==> src/mes_pkg.sv <==
// Package: types, constants and codes of the MIDI event scheduler
package mes_pkg;
   localparam int unsigned TICK_W  = 32;
   localparam int unsigned TEMPO_W = 24;
   localparam int unsigned TPQ_W   = 15;
   localparam int unsigned CLK_W   = 64;
   // dt * tempo + remainder fits in 57 bits
   localparam int unsigned NUM_W   = TICK_W + TEMPO_W + 1;

   localparam logic [TPQ_W-1:0]   TPQ_RESET     = 15'd480;
   localparam logic [TEMPO_W-1:0] TEMPO_DEFAULT = 24'd500000;

   // request operations
   localparam logic [1:0] OP_LOAD   = 2'd0;
   localparam logic [1:0] OP_STEP   = 2'd1;
   localparam logic [1:0] OP_REWIND = 2'd2;
   localparam logic [1:0] OP_END    = 2'd3;

   // response commands
   localparam logic [2:0] CMD_OFF     = 3'd0;
   localparam logic [2:0] CMD_ON      = 3'd1;
   localparam logic [2:0] CMD_CONTROL = 3'd2;
   localparam logic [2:0] CMD_PROGRAM = 3'd3;
   localparam logic [2:0] CMD_BEND    = 3'd4;
   localparam logic [2:0] CMD_TEMPO   = 3'd5;
   localparam logic [2:0] CMD_IGNORED = 3'd6;
   localparam logic [2:0] CMD_ALL_OFF = 3'd7;

   // status high nibbles
   localparam logic [3:0] ST_OFF     = 4'h8;
   localparam logic [3:0] ST_ON      = 4'h9;
   localparam logic [3:0] ST_CONTROL = 4'hB;
   localparam logic [3:0] ST_PROGRAM = 4'hC;
   localparam logic [3:0] ST_BEND    = 4'hE;
   localparam logic [7:0] ST_META    = 8'hFF;

   typedef struct packed {
      logic [2:0]  command;
      logic [3:0]  channel;
      logic [6:0]  key_or_number;
      logic [6:0]  velocity_or_value;
      logic [13:0] bend_amount;
      logic        want_event;
      logic [63:0] song_time_us;
   } rsp_type;
endpackage

==> src/mes_muldiv.sv <==
// Bit-serial multiply (dt * tempo + rem) followed by restoring division by tpq
module mes_muldiv (
   input  logic                         clock,
   input  logic                         reset,
   input  logic                         start,
   input  logic [mes_pkg::TICK_W-1:0]   dt,
   input  logic [mes_pkg::TEMPO_W-1:0]  tempo,
   input  logic [mes_pkg::TPQ_W-1:0]    rem_in,
   input  logic [mes_pkg::TPQ_W-1:0]    divisor,
   output logic                         done,
   output logic [mes_pkg::NUM_W-1:0]    quotient,
   output logic [mes_pkg::TPQ_W-1:0]    remainder
);
   import mes_pkg::*;

   localparam logic [1:0] PH_IDLE = 2'd0;
   localparam logic [1:0] PH_MUL  = 2'd1;
   localparam logic [1:0] PH_ADD  = 2'd2;
   localparam logic [1:0] PH_DIV  = 2'd3;

   logic [1:0]         phase_ff, phase_in;
   logic [5:0]         count_ff, count_in;
   logic [NUM_W-1:0]   acc_ff, acc_in;
   logic [TEMPO_W-1:0] mult_ff, mult_in;
   logic [TICK_W-1:0]  dt_ff, dt_in;
   logic [TPQ_W-1:0]   rem_ff, rem_in_r;
   logic [TPQ_W-1:0]   div_ff, div_in;
   logic [TPQ_W-1:0]   part_ff, part_in;
   logic               done_ff, done_in;
   logic [TPQ_W:0]     trial;
   logic               fits;

   // one division step: bring down the next numerator bit
   assign trial = {part_ff, acc_ff[NUM_W-1]};
   assign fits  = trial >= {1'b0, div_ff};

   always_comb begin
      phase_in = phase_ff;
      count_in = count_ff;
      acc_in   = acc_ff;
      mult_in  = mult_ff;
      dt_in    = dt_ff;
      rem_in_r = rem_ff;
      div_in   = div_ff;
      part_in  = part_ff;
      done_in  = 1'b0;
      unique case (phase_ff)
         PH_IDLE: begin
            if (start) begin
               phase_in = PH_MUL;
               count_in = 6'(TEMPO_W - 1);
               acc_in   = '0;
               mult_in  = tempo;
               dt_in    = dt;
               rem_in_r = rem_in;
               div_in   = divisor;
            end
         end
         PH_MUL: begin
            // shift-add, tempo MSB first
            acc_in  = {acc_ff[NUM_W-2:0], 1'b0} +
                      (mult_ff[TEMPO_W-1] ? NUM_W'(dt_ff) : '0);
            mult_in = {mult_ff[TEMPO_W-2:0], 1'b0};
            if (count_ff == '0) phase_in = PH_ADD;
            else count_in = count_ff - 6'd1;
         end
         PH_ADD: begin
            acc_in   = acc_ff + NUM_W'(rem_ff);
            part_in  = '0;
            count_in = 6'(NUM_W - 1);
            phase_in = PH_DIV;
         end
         PH_DIV: begin
            part_in = fits ? TPQ_W'(trial - {1'b0, div_ff}) : trial[TPQ_W-1:0];
            acc_in  = {acc_ff[NUM_W-2:0], fits};
            if (count_ff == '0) begin
               phase_in = PH_IDLE;
               done_in  = 1'b1;
            end else begin
               count_in = count_ff - 6'd1;
            end
         end
         default: phase_in = PH_IDLE;
      endcase
   end

   always_ff @(posedge clock) begin
      if (reset) begin
         phase_ff <= PH_IDLE;
         done_ff  <= 1'b0;
      end else begin
         phase_ff <= phase_in;
         done_ff  <= done_in;
      end
      count_ff <= count_in;
      acc_ff   <= acc_in;
      mult_ff  <= mult_in;
      dt_ff    <= dt_in;
      rem_ff   <= rem_in_r;
      div_ff   <= div_in;
      part_ff  <= part_in;
   end

   assign done      = done_ff;
   assign quotient  = acc_ff;
   assign remainder = part_ff;
endmodule

==> src/midi_event_scheduler.sv <==
// Top level: MIDI event scheduler with serial tick-to-microsecond conversion
//
//  channel  | handshake            | carries
//  req_     | req_valid/req_ready  | operation, tick, status, data, tempo, elapsed
//  rsp_     | rsp_valid/rsp_ready  | command, channel, data, bend, want, song time
//  csr_     | csr_write_enable     | ticks_per_quarter
//
//  A load runs 24 multiply steps, one remainder add and 57 division steps in
//  the shared serial mul/div unit, then the due-time add, compare and, with a
//  dispatch, output load. A step adds elapsed time, compares and, with a
//  dispatch, loads the output; an end loads it, a rewind acts on acceptance.
//  Synchronous reset restores all song state and ticks_per_quarter = 480.
//  A finished response waits in the output register; a stalled response
//  holds the block only when a second response is ready behind it.
module midi_event_scheduler (
   input  logic                          clock,
   input  logic                          reset,
   input  logic                          req_valid,
   output logic                          req_ready,
   input  logic [1:0]                    req_operation,
   input  logic [31:0]                   req_event_tick,
   input  logic [7:0]                    req_status_byte,
   input  logic [6:0]                    req_data_first,
   input  logic [6:0]                    req_data_second,
   input  logic [23:0]                   req_tempo_value,
   input  logic [31:0]                   req_elapsed_us,
   output logic                          rsp_valid,
   input  logic                          rsp_ready,
   output logic [2:0]                    rsp_command,
   output logic [3:0]                    rsp_channel,
   output logic [6:0]                    rsp_key_or_number,
   output logic [6:0]                    rsp_velocity_or_value,
   output logic [13:0]                   rsp_bend_amount,
   output logic                          rsp_want_event,
   output logic [63:0]                   rsp_song_time_us,
   input  logic                          csr_write_enable,
   input  logic [14:0]                   csr_write_data
);
   import mes_pkg::*;

   localparam logic [2:0] S_IDLE  = 3'd0;
   localparam logic [2:0] S_MD    = 3'd1;
   localparam logic [2:0] S_CHECK = 3'd2;
   localparam logic [2:0] S_OUT   = 3'd3;

   logic [2:0]         state_ff, state_in;
   logic [TPQ_W-1:0]   tpq_ff;
   logic [CLK_W-1:0]   clock_ff, clock_in;
   logic [CLK_W-1:0]   due_ff, due_in;
   logic [TPQ_W-1:0]   rem_ff, rem_in;
   logic [TICK_W-1:0]  prev_ff, prev_in;
   logic [TEMPO_W-1:0] tempo_ff, tempo_in;
   logic [7:0]         p_status_ff, p_status_in;
   logic [6:0]         p_first_ff, p_first_in;
   logic [6:0]         p_second_ff, p_second_in;
   logic [TEMPO_W-1:0] p_tempo_ff, p_tempo_in;
   logic               p_valid_ff, p_valid_in;
   logic               ended_ff, ended_in;
   rsp_type            stage_ff, stage_in;
   rsp_type            rsp_ff, rsp_in;
   logic               rsp_valid_ff, rsp_valid_in;

   logic               md_start;
   logic [TICK_W-1:0]  md_dt;
   logic [TPQ_W-1:0]   md_div;
   logic               md_done;
   logic [NUM_W-1:0]   md_quot;
   logic [TPQ_W-1:0]   md_rem;
   logic               req_fire;
   rsp_type            disp;
   logic [3:0]         hi_nib;

   assign req_ready = (state_ff == S_IDLE);
   assign req_fire  = req_valid && req_ready;
   assign md_dt     = req_event_tick - prev_ff;
   assign md_div    = (tpq_ff == '0) ? TPQ_W'(1) : tpq_ff;
   assign md_start  = req_fire && (req_operation == OP_LOAD) && !p_valid_ff && !ended_ff;

   mes_muldiv u_muldiv (
      .clock     (clock),
      .reset     (reset),
      .start     (md_start),
      .dt        (md_dt),
      .tempo     (tempo_ff),
      .rem_in    (rem_ff),
      .divisor   (md_div),
      .done      (md_done),
      .quotient  (md_quot),
      .remainder (md_rem)
   );

   // classify the pending event
   assign hi_nib = p_status_ff[7:4];
   always_comb begin
      disp = '0;
      disp.command      = CMD_IGNORED;
      disp.want_event   = !ended_ff;
      disp.song_time_us = clock_ff;
      priority if (hi_nib == ST_OFF || hi_nib == ST_ON || hi_nib == ST_CONTROL) begin
         disp.command           = (hi_nib == ST_OFF) ? CMD_OFF :
                                  (hi_nib == ST_ON) ? CMD_ON : CMD_CONTROL;
         disp.channel           = p_status_ff[3:0];
         disp.key_or_number     = p_first_ff;
         disp.velocity_or_value = p_second_ff;
      end else if (hi_nib == ST_PROGRAM) begin
         disp.command       = CMD_PROGRAM;
         disp.channel       = p_status_ff[3:0];
         disp.key_or_number = p_first_ff;
      end else if (hi_nib == ST_BEND) begin
         disp.command     = CMD_BEND;
         disp.channel     = p_status_ff[3:0];
         disp.bend_amount = {p_second_ff, p_first_ff};
      end else if (p_status_ff == ST_META) begin
         disp.command = CMD_TEMPO;
      end else begin
         disp.command = CMD_IGNORED;
      end
   end

   // sequencer
   always_comb begin
      state_in     = state_ff;
      clock_in     = clock_ff;
      due_in       = due_ff;
      rem_in       = rem_ff;
      prev_in      = prev_ff;
      tempo_in     = tempo_ff;
      p_status_in  = p_status_ff;
      p_first_in   = p_first_ff;
      p_second_in  = p_second_ff;
      p_tempo_in   = p_tempo_ff;
      p_valid_in   = p_valid_ff;
      ended_in     = ended_ff;
      stage_in     = stage_ff;
      rsp_in       = rsp_ff;
      rsp_valid_in = rsp_valid_ff && !rsp_ready;
      unique case (state_ff)
         S_IDLE: begin
            if (req_fire) begin
               unique case (req_operation)
                  OP_LOAD: begin
                     if (md_start) begin
                        prev_in     = req_event_tick;
                        p_status_in = req_status_byte;
                        p_first_in  = req_data_first;
                        p_second_in = req_data_second;
                        p_tempo_in  = req_tempo_value;
                        state_in    = S_MD;
                     end
                  end
                  OP_STEP: begin
                     if (!ended_ff) begin
                        clock_in = clock_ff + CLK_W'(req_elapsed_us);
                        state_in = S_CHECK;
                     end
                  end
                  OP_REWIND: begin
                     clock_in   = '0;
                     due_in     = '0;
                     rem_in     = '0;
                     prev_in    = '0;
                     tempo_in   = TEMPO_DEFAULT;
                     p_valid_in = 1'b0;
                     ended_in   = 1'b0;
                  end
                  OP_END: begin
                     if (!p_valid_ff && !ended_ff) begin
                        ended_in              = 1'b1;
                        stage_in              = '0;
                        stage_in.command      = CMD_ALL_OFF;
                        stage_in.song_time_us = clock_ff;
                        state_in              = S_OUT;
                     end
                  end
                  default: state_in = S_IDLE;
               endcase
            end
         end
         S_MD: begin
            if (md_done) begin
               due_in     = due_ff + CLK_W'(md_quot);
               rem_in     = md_rem;
               p_valid_in = 1'b1;
               state_in   = S_CHECK;
            end
         end
         S_CHECK: begin
            if (p_valid_ff && (due_ff <= clock_ff)) begin
               stage_in   = disp;
               p_valid_in = 1'b0;
               if (p_status_ff == ST_META) tempo_in = p_tempo_ff;
               state_in   = S_OUT;
            end else begin
               state_in = S_IDLE;
            end
         end
         S_OUT: begin
            if (!rsp_valid_ff || rsp_ready) begin
               rsp_in       = stage_ff;
               rsp_valid_in = 1'b1;
               state_in     = S_IDLE;
            end
         end
         default: state_in = S_IDLE;
      endcase
   end

   always_ff @(posedge clock) begin
      if (reset) begin
         state_ff     <= S_IDLE;
         tpq_ff       <= TPQ_RESET;
         clock_ff     <= '0;
         due_ff       <= '0;
         rem_ff       <= '0;
         prev_ff      <= '0;
         tempo_ff     <= TEMPO_DEFAULT;
         p_valid_ff   <= 1'b0;
         ended_ff     <= 1'b0;
         rsp_valid_ff <= 1'b0;
      end else begin
         state_ff     <= state_in;
         if (csr_write_enable) tpq_ff <= csr_write_data;
         clock_ff     <= clock_in;
         due_ff       <= due_in;
         rem_ff       <= rem_in;
         prev_ff      <= prev_in;
         tempo_ff     <= tempo_in;
         p_valid_ff   <= p_valid_in;
         ended_ff     <= ended_in;
         rsp_valid_ff <= rsp_valid_in;
      end
      p_status_ff <= p_status_in;
      p_first_ff  <= p_first_in;
      p_second_ff <= p_second_in;
      p_tempo_ff  <= p_tempo_in;
      stage_ff    <= stage_in;
      rsp_ff      <= rsp_in;
   end

   assign rsp_valid             = rsp_valid_ff;
   assign rsp_command           = rsp_ff.command;
   assign rsp_channel           = rsp_ff.channel;
   assign rsp_key_or_number     = rsp_ff.key_or_number;
   assign rsp_velocity_or_value = rsp_ff.velocity_or_value;
   assign rsp_bend_amount       = rsp_ff.bend_amount;
   assign rsp_want_event        = rsp_ff.want_event;
   assign rsp_song_time_us      = rsp_ff.song_time_us;
endmodule

==> config.mk <==
export PLATFORM = sky130hd
export DESIGN_NAME = midi_event_scheduler
export DESIGN_NICKNAME = d
export VERILOG_FILES = /design/src/mes_pkg.sv /design/src/mes_muldiv.sv /design/src/midi_event_scheduler.sv
export SDC_FILE = /design/constraint.sdc
export NUM_CORES = 1
export LEC_CHECK = 0
export BUFFER_PORTS_ARGS = -buffer_cell sky130_fd_sc_hd__buf_2
export CAP_MARGIN = 40
export CORE_ASPECT_RATIO = 0.8
export CORE_MARGIN = 10
export CORE_UTILIZATION = 30
export DETAILED_ROUTE_END_ITERATION = 8
export HOLD_SLACK_MARGIN = 0.06
export PLACE_DENSITY_LB_ADDON = 0.25
export SLEW_MARGIN = 15
export SYNTH_ARGS = -nofsm -noshare
export SYNTH_HDL_FRONTEND = slang
export SYNTH_HIERARCHICAL = 1
export SYNTH_SLANG_ARGS = --single-unit
==> constraint.sdc <==
create_clock -name clock -period 8.8 [get_ports clock]
set_input_delay 2.2 -clock clock [delete_from_list [all_inputs] [get_ports clock]]
set_output_delay 2.2 -clock clock [all_outputs]
set_load 0.01 [all_outputs]
Word-level counts from Yosys, hierarchy flattened
Index checks and enable logic that the tools add are counted.
{ "totals": {"regBits": 633, "latchBits": 0, "ram_bits": 0, "rom_bits": 0, "inputBits": 132, "out_inout_bits": 102, "word_cells": 191, "memories": 0} }
{ "op_classes": {"add_sub_neg": 7, "mul": 0, "n_div": 0, "order_cmp": 2, "n_eq_ne": 34, "shifts": 0, "muxes": 67, "bitwise_logic": 1, "n_reduce_logical": 43} }
{ "ops": {"columns": ["cell", "count"], "rows": [
  ["$mux 100", 4],
  ["$mux 64", 4],
  ["$pmux 64 s2", 2],
  ["$pmux 57 s4", 1],
  ["$pmux 100 s2", 1],
  ["$mux 24", 5],
  ["$pmux 24 s2", 2],
  ["$add 64x32->64", 1],
  ["$add 64x57->64", 1],
  ["$le 64x64->1", 1],
  ["$mux 32", 2],
  ["$pmux 32 s2", 1],
  ["$mux 15", 4],
  ["$pmux 15 s2", 2],
  ["$add 57x15->57", 1],
  ["$add 57x57->57", 1],
  ["$mux 57", 1],
  ["$mux 14", 4],
  ["$sub 32x32->32", 1],
  ["$mux 7", 3],
  ["$eq 4x4->1 const B", 5],
  ["$reduce_and 4->1", 5],
  ["$mux 3", 6],
  ["$pmux 6 s3", 1],
  ["36 further kinds", 95]
]} }

Logic depth before layout (Yosys ltp)
{ "depth": {"ltp_word": 9, "depth_mapped": 14, "mapped_depth_nobuf": 13} }

Cells and area by module
Netlist, hierarchy kept.
{ "by_module_without_submodules": {"columns": ["mod", "instances", "cells_per_inst", "area_per_inst_um2", "seq_area_each_um2"], "rows": [
  ["midi_event_scheduler", 1, 2251, 23491.3, 11771.3],
  ["mes_muldiv", 1, 1131, 11417.2, 4984.8]
]} }

Least setup slack after synthesis
No wires, ideal clock.
{ "synth_timing": {"path_type": "input to register", "from": "input rsp_ready", "to": "register rsp_ff (netlist bit rsp_bend_amount[0]) (enable)", "setup_time_ns": 0.560, "arrival_time_ns": 6.444, "path_slack_ns": 1.797, "cell_stages": 2, "n_path_buf": 0, "path_cell_list": "nor2b_1 nor2_1"} }
{ "synth_between": {"elab_chain_len": 2} }
{ "synth_lines": {"columns": ["element", "line", "source"], "rows": [
  ["from (decl)", "midi_event_scheduler.sv:28", "input logic rsp_ready,"],
  ["$logic_or 1x1->1", "midi_event_scheduler.sv:198", "if (!rsp_valid_ff || rsp_ready) begin"],
  ["$reduce_and 2->1 (no line)", null, null],
  ["to (signal assigned)", "midi_event_scheduler.sv:237", "rsp_ff <= rsp_in;"],
  ["to (decl)", "midi_event_scheduler.sv:60", "rsp_type rsp_ff, rsp_in;"]
]} }
No other way between the ends.
A chain may end at the register's enable or synchronous reset.

Final worst setup path
{ "layout_timing": {"from": "register clock_ff[49]", "to": "register stage_ff[47] in the netlist's numbering (enable)"} }
{ "layout_between": {"elab_chain_len": 4} }
{ "layout_lines": {"columns": ["element", "line", "source"], "rows": [
  ["from (decl)", "midi_event_scheduler.sv:48", "logic [CLK_W-1:0] clock_ff, clock_in;"],
  ["from (signal assigned)", "midi_event_scheduler.sv:223", "clock_ff <= clock_in;"],
  ["$le 64x64->1", "midi_event_scheduler.sv:188", "if (p_valid_ff && (due_ff <= clock_ff)) begin"],
  ["$logic_and 1x1->1", "midi_event_scheduler.sv:188", null],
  ["$ne 2x2->1 (no line)", null, null],
  ["$reduce_and 5->1 (no line)", null, null],
  ["to (signal assigned)", "midi_event_scheduler.sv:236", "stage_ff <= stage_in;"],
  ["to (decl)", "midi_event_scheduler.sv:59", "rsp_type stage_ff, stage_in;"]
]} }
No other way between the ends.

==> impl_metrics.yaml <==
yosys:
  syn_inst: 3382
  synth_compound_gate_area_share_pct: 18.8
  synth_fp_nets: 3771
  synthMuxAreaShare_pct: 1.52
  synth_top_family_by_area: "compound AO/OA/AOI/OAI gates"
  synth_top_flop_cell: "edfxtp_1"
  yosys.area_share.xor_xnor_pct: 5.19
  synth.avg_cell_area_um2: 10.3
  synth_cell_types: 105
  ys_seq_area_share_pct: 48.0
  synth-simple-area-share_pct: 13.4
  synth_fa_ha_area_share_pct: 9.34
  async_flop_share_pct: 0
  synth.cell_area_mm2: 0.0349
  yosysWarnings: 6
  synth-seq-cells: 632
  synth_edf_count: 410
flow_run:
  cap_viol_max_count: 0
power:
  power_density_mw_per_mm2: 208
  leakage_nw: 15.6
  sw_frac_of_total_pct: 30.5
  p_clk_share_pct: 37.1
  power_switching_w: 0.00257
  power_w: 0.00842
  p_seq_share_pct: 43.0
  internal_power_w: 0.00585
  combPwrFrac_pct: 19.9
  ir_drop_uv: 148
cts:
  postCtsSetupBuffers: 0
  cts-root-buf: "clkbuf_16"
  htree_levels: 3
  clockBufferDepth: 3
  cts.sinks: 632
  cts_resized: 0
  cts_hold_buf: 0
  path_clk_slew_ns: 0.06
  cts_tree: "done"
  clk_latency_ns: 0.68
  numCtsBuffers: 74
global_routing:
  track_usage_pct: 14.2
  grt_pass1_wl_mm: 150
  grt_pass1_vias: 25740
  grt_max_degree: 64
  grt_overflow_total: 0
  antenna_found_initial: 4
drt:
  vias: 26576
  ant_nets: 0
  drt-wirelength-per-cell_um: 18.6
  drtIter0Drc: 1909
  drc: 0
  vias_per_cell: 5.13
  first_pass_iters: 6
  wl_mm: 96.4
timing:
  fin_crit_sh_pct: 54.5
  finalCriticalPeriod_ns: 4.79
  slew-limit-headroom_pct: 38.7
  setup_viol: 0
  rsz0062_at_grt: "false"
  fin_skew_ns: 0.0441
  whs_ns: 0.413
  hold_viol_final: 0
  maxSlewViolCount: 0
  worst_pin_slew_ns: 0.920
  fmax_ghz: 0.209
  tns_ns: 0
layout:
  nets: 3978
  syn2layout_area_growth_pct: 15.6
  nFillCells: 11674
  seq_area_mm2: 0.0168
  multi_input_area_mm2: 0.0169
  diodes: 0
  drive_above_1_share_pct: 13.0
worst_setup_path:
  path_max_fanout: 58
  path_cells: "inv_1, ha_1, a21o_1, a21o_1, a21oi_1, o21ai_0, a21oi_1, o21ai_0, a211oi_1, nor2_1, nor2_1, o32a_2, buf_12, buf_4"
  path_buf_inv: 3
  crit_type: "reg -> reg"
  worstPathRequired_ns: 9.08
  arrival_ns: 5.07
  critPathLaunchType: "flop"
  slowest_stage: "buf_4"
  crit_family: "compound AO/OA/AOI/OAI gates"
  critical-path-max-stage-delay_ns: 0.62
  worstSetupEndpointType: "flop"
floorplan:
  coreArea_mm2: 0.115
  die_y_um: 325
  die_width_um: 401
  start_util_pct: 30.4
  io_pins: 234
  row_count: 111
  dieArea_mm2: 0.130
min_path:
  hp-class: "reg -> reg"
outcome:
  outcome: "finished clean"
placement:
  place.gp.congestion: 0.885
  hpwl_mm: 71.6
  portBuffers: 233
[path summary, 6_finish.rpt]
kind / startpoint / endpoint / slack, ns / depth (start not counted)
setup / recovery: clock_ff[49] / stage_ff[47] / 4.01 / 14
hold / removal: stage_ff[73] / rsp_bend_amount[8] / 0.41 / 0
setup reg to reg: clock_ff[49] / stage_ff[47] / 4.01 / 14
hold reg to reg: stage_ff[73] / rsp_bend_amount[8] / 0.41 / 0
[power groups by stage]
stage,registers [W],logic [W],clock network [W]
3_3_place_gp,0.00368,0.00164,0
5_1_grt,0.00364,0.00187,0.00334
4_1_cts,0.00362,0.00166,0.00323
2_1_floorplan,0.00357,0.00126,0
3_5_place_dp,0.00368,0.00165,0
6_report,0.00362,0.00168,0.00312
[layout by cell type, fill, tap and decap left out, drive strengths merged, types with 110 or more instances in the layout]
master / count
a21oi: 250
a22oi: 110
buf: 274
dfxtp: 222
edfxtp: 410
ha: 251
inv: 194
nand2: 193
nor2: 283
o21ai: 149
xnor2: 148
[Yosys cell counts, types with 24 or more instances]
master,number,area (µm²)
a211oi_1,24,180
a21o_1,102,766
a21oi_1,249,1250
a22o_1,46,403
a22oi_1,110,826
a31oi_1,38,238
and2_1,82,513
and3_1,31,194
clkbuf_1,125,469
dfxtp_1,222,4440
edfxtp_1,410,12300
ha_1,251,3140
inv_1,190,713
mux2_2,25,282
mux2i_1,25,250
nand2_1,193,724
nand2b_1,25,156
nand3_1,71,355
nand4_1,61,382
nor2_1,282,1060
nor2b_1,30,188
nor3_1,42,210
nor4_1,24,150
o211ai_1,27,203
o21a_1,39,293
o21ai_0,118,591
o21ai_1,31,155
o21bai_1,26,195
or3_1,37,231
xnor2_1,148,1300
xor2_1,59,517
[kinds of logic (layout without fill, tap and decap cells)]
group / count (synthesis) / count (layout)
AO/OA/AOI/OAI: 962 / 962
XOR/XNOR: 207 / 207
adder cells (fa/ha/maj): 257 / 257
buffers and inverters: 337 / 606
flip-flops: 632 / 632
multiplexers: 50 / 50
AND/OR/NAND/NOR: 937 / 937
[area by class of cell]
type                       count  area share [%]
clock inverter                36           0.921
inverter                     193            1.79
clock buffer                 102            5.23
sequential                   632            41.5
multi-input combinational   2413            41.9
timing repair buffer         275            3.93
tap                         1525            4.73
[worst reg2reg max path, cell delays in order, from the launching register on]
cell and delay, ns:
dfxtp_1 0.44, inv_1 0.08, ha_1 0.31, a21o_1 0.16
a21o_1 0.17, a21oi_1 0.17, o21ai_0 0.10, a21oi_1 0.34
o21ai_0 0.23, a211oi_1 0.59, nor2_1 0.26, nor2_1 0.15
o32a_2 0.45, buf_12 0.27, buf_4 0.63
[routing by layer]
layer	global-route usage [%]	up-vias	wire [µm]
li1	-	13034	-
met1	19.7	12814	45600
met2	22.6	606	44000
met3	2.43	120	4640
met4	3.97	2	2130
met5	0	-	13
[registers in the layout (all words and copies together) (netlist names), 32 cells and up]
register	count
u_muldiv/quotient	57
clock_ff	64
prev_ff	32
u_muldiv/dt_ff	32
due_ff	64
stage_ff	100
rsp_song_time_us	64
[stage by stage]
stage	setup WS, ns	util [%]	area, µm²	instances
floorplan	1.80	-	34900	3382
global placement	3.27	32.8	37700	5023
detailed placement	3.18	32.9	37800	5035
CTS	3.90	35.0	40300	5173
global route	3.71	35.1	40400	5176
finish	4.01	35.1	40400	5176
(Power assumes the default switching activity.)
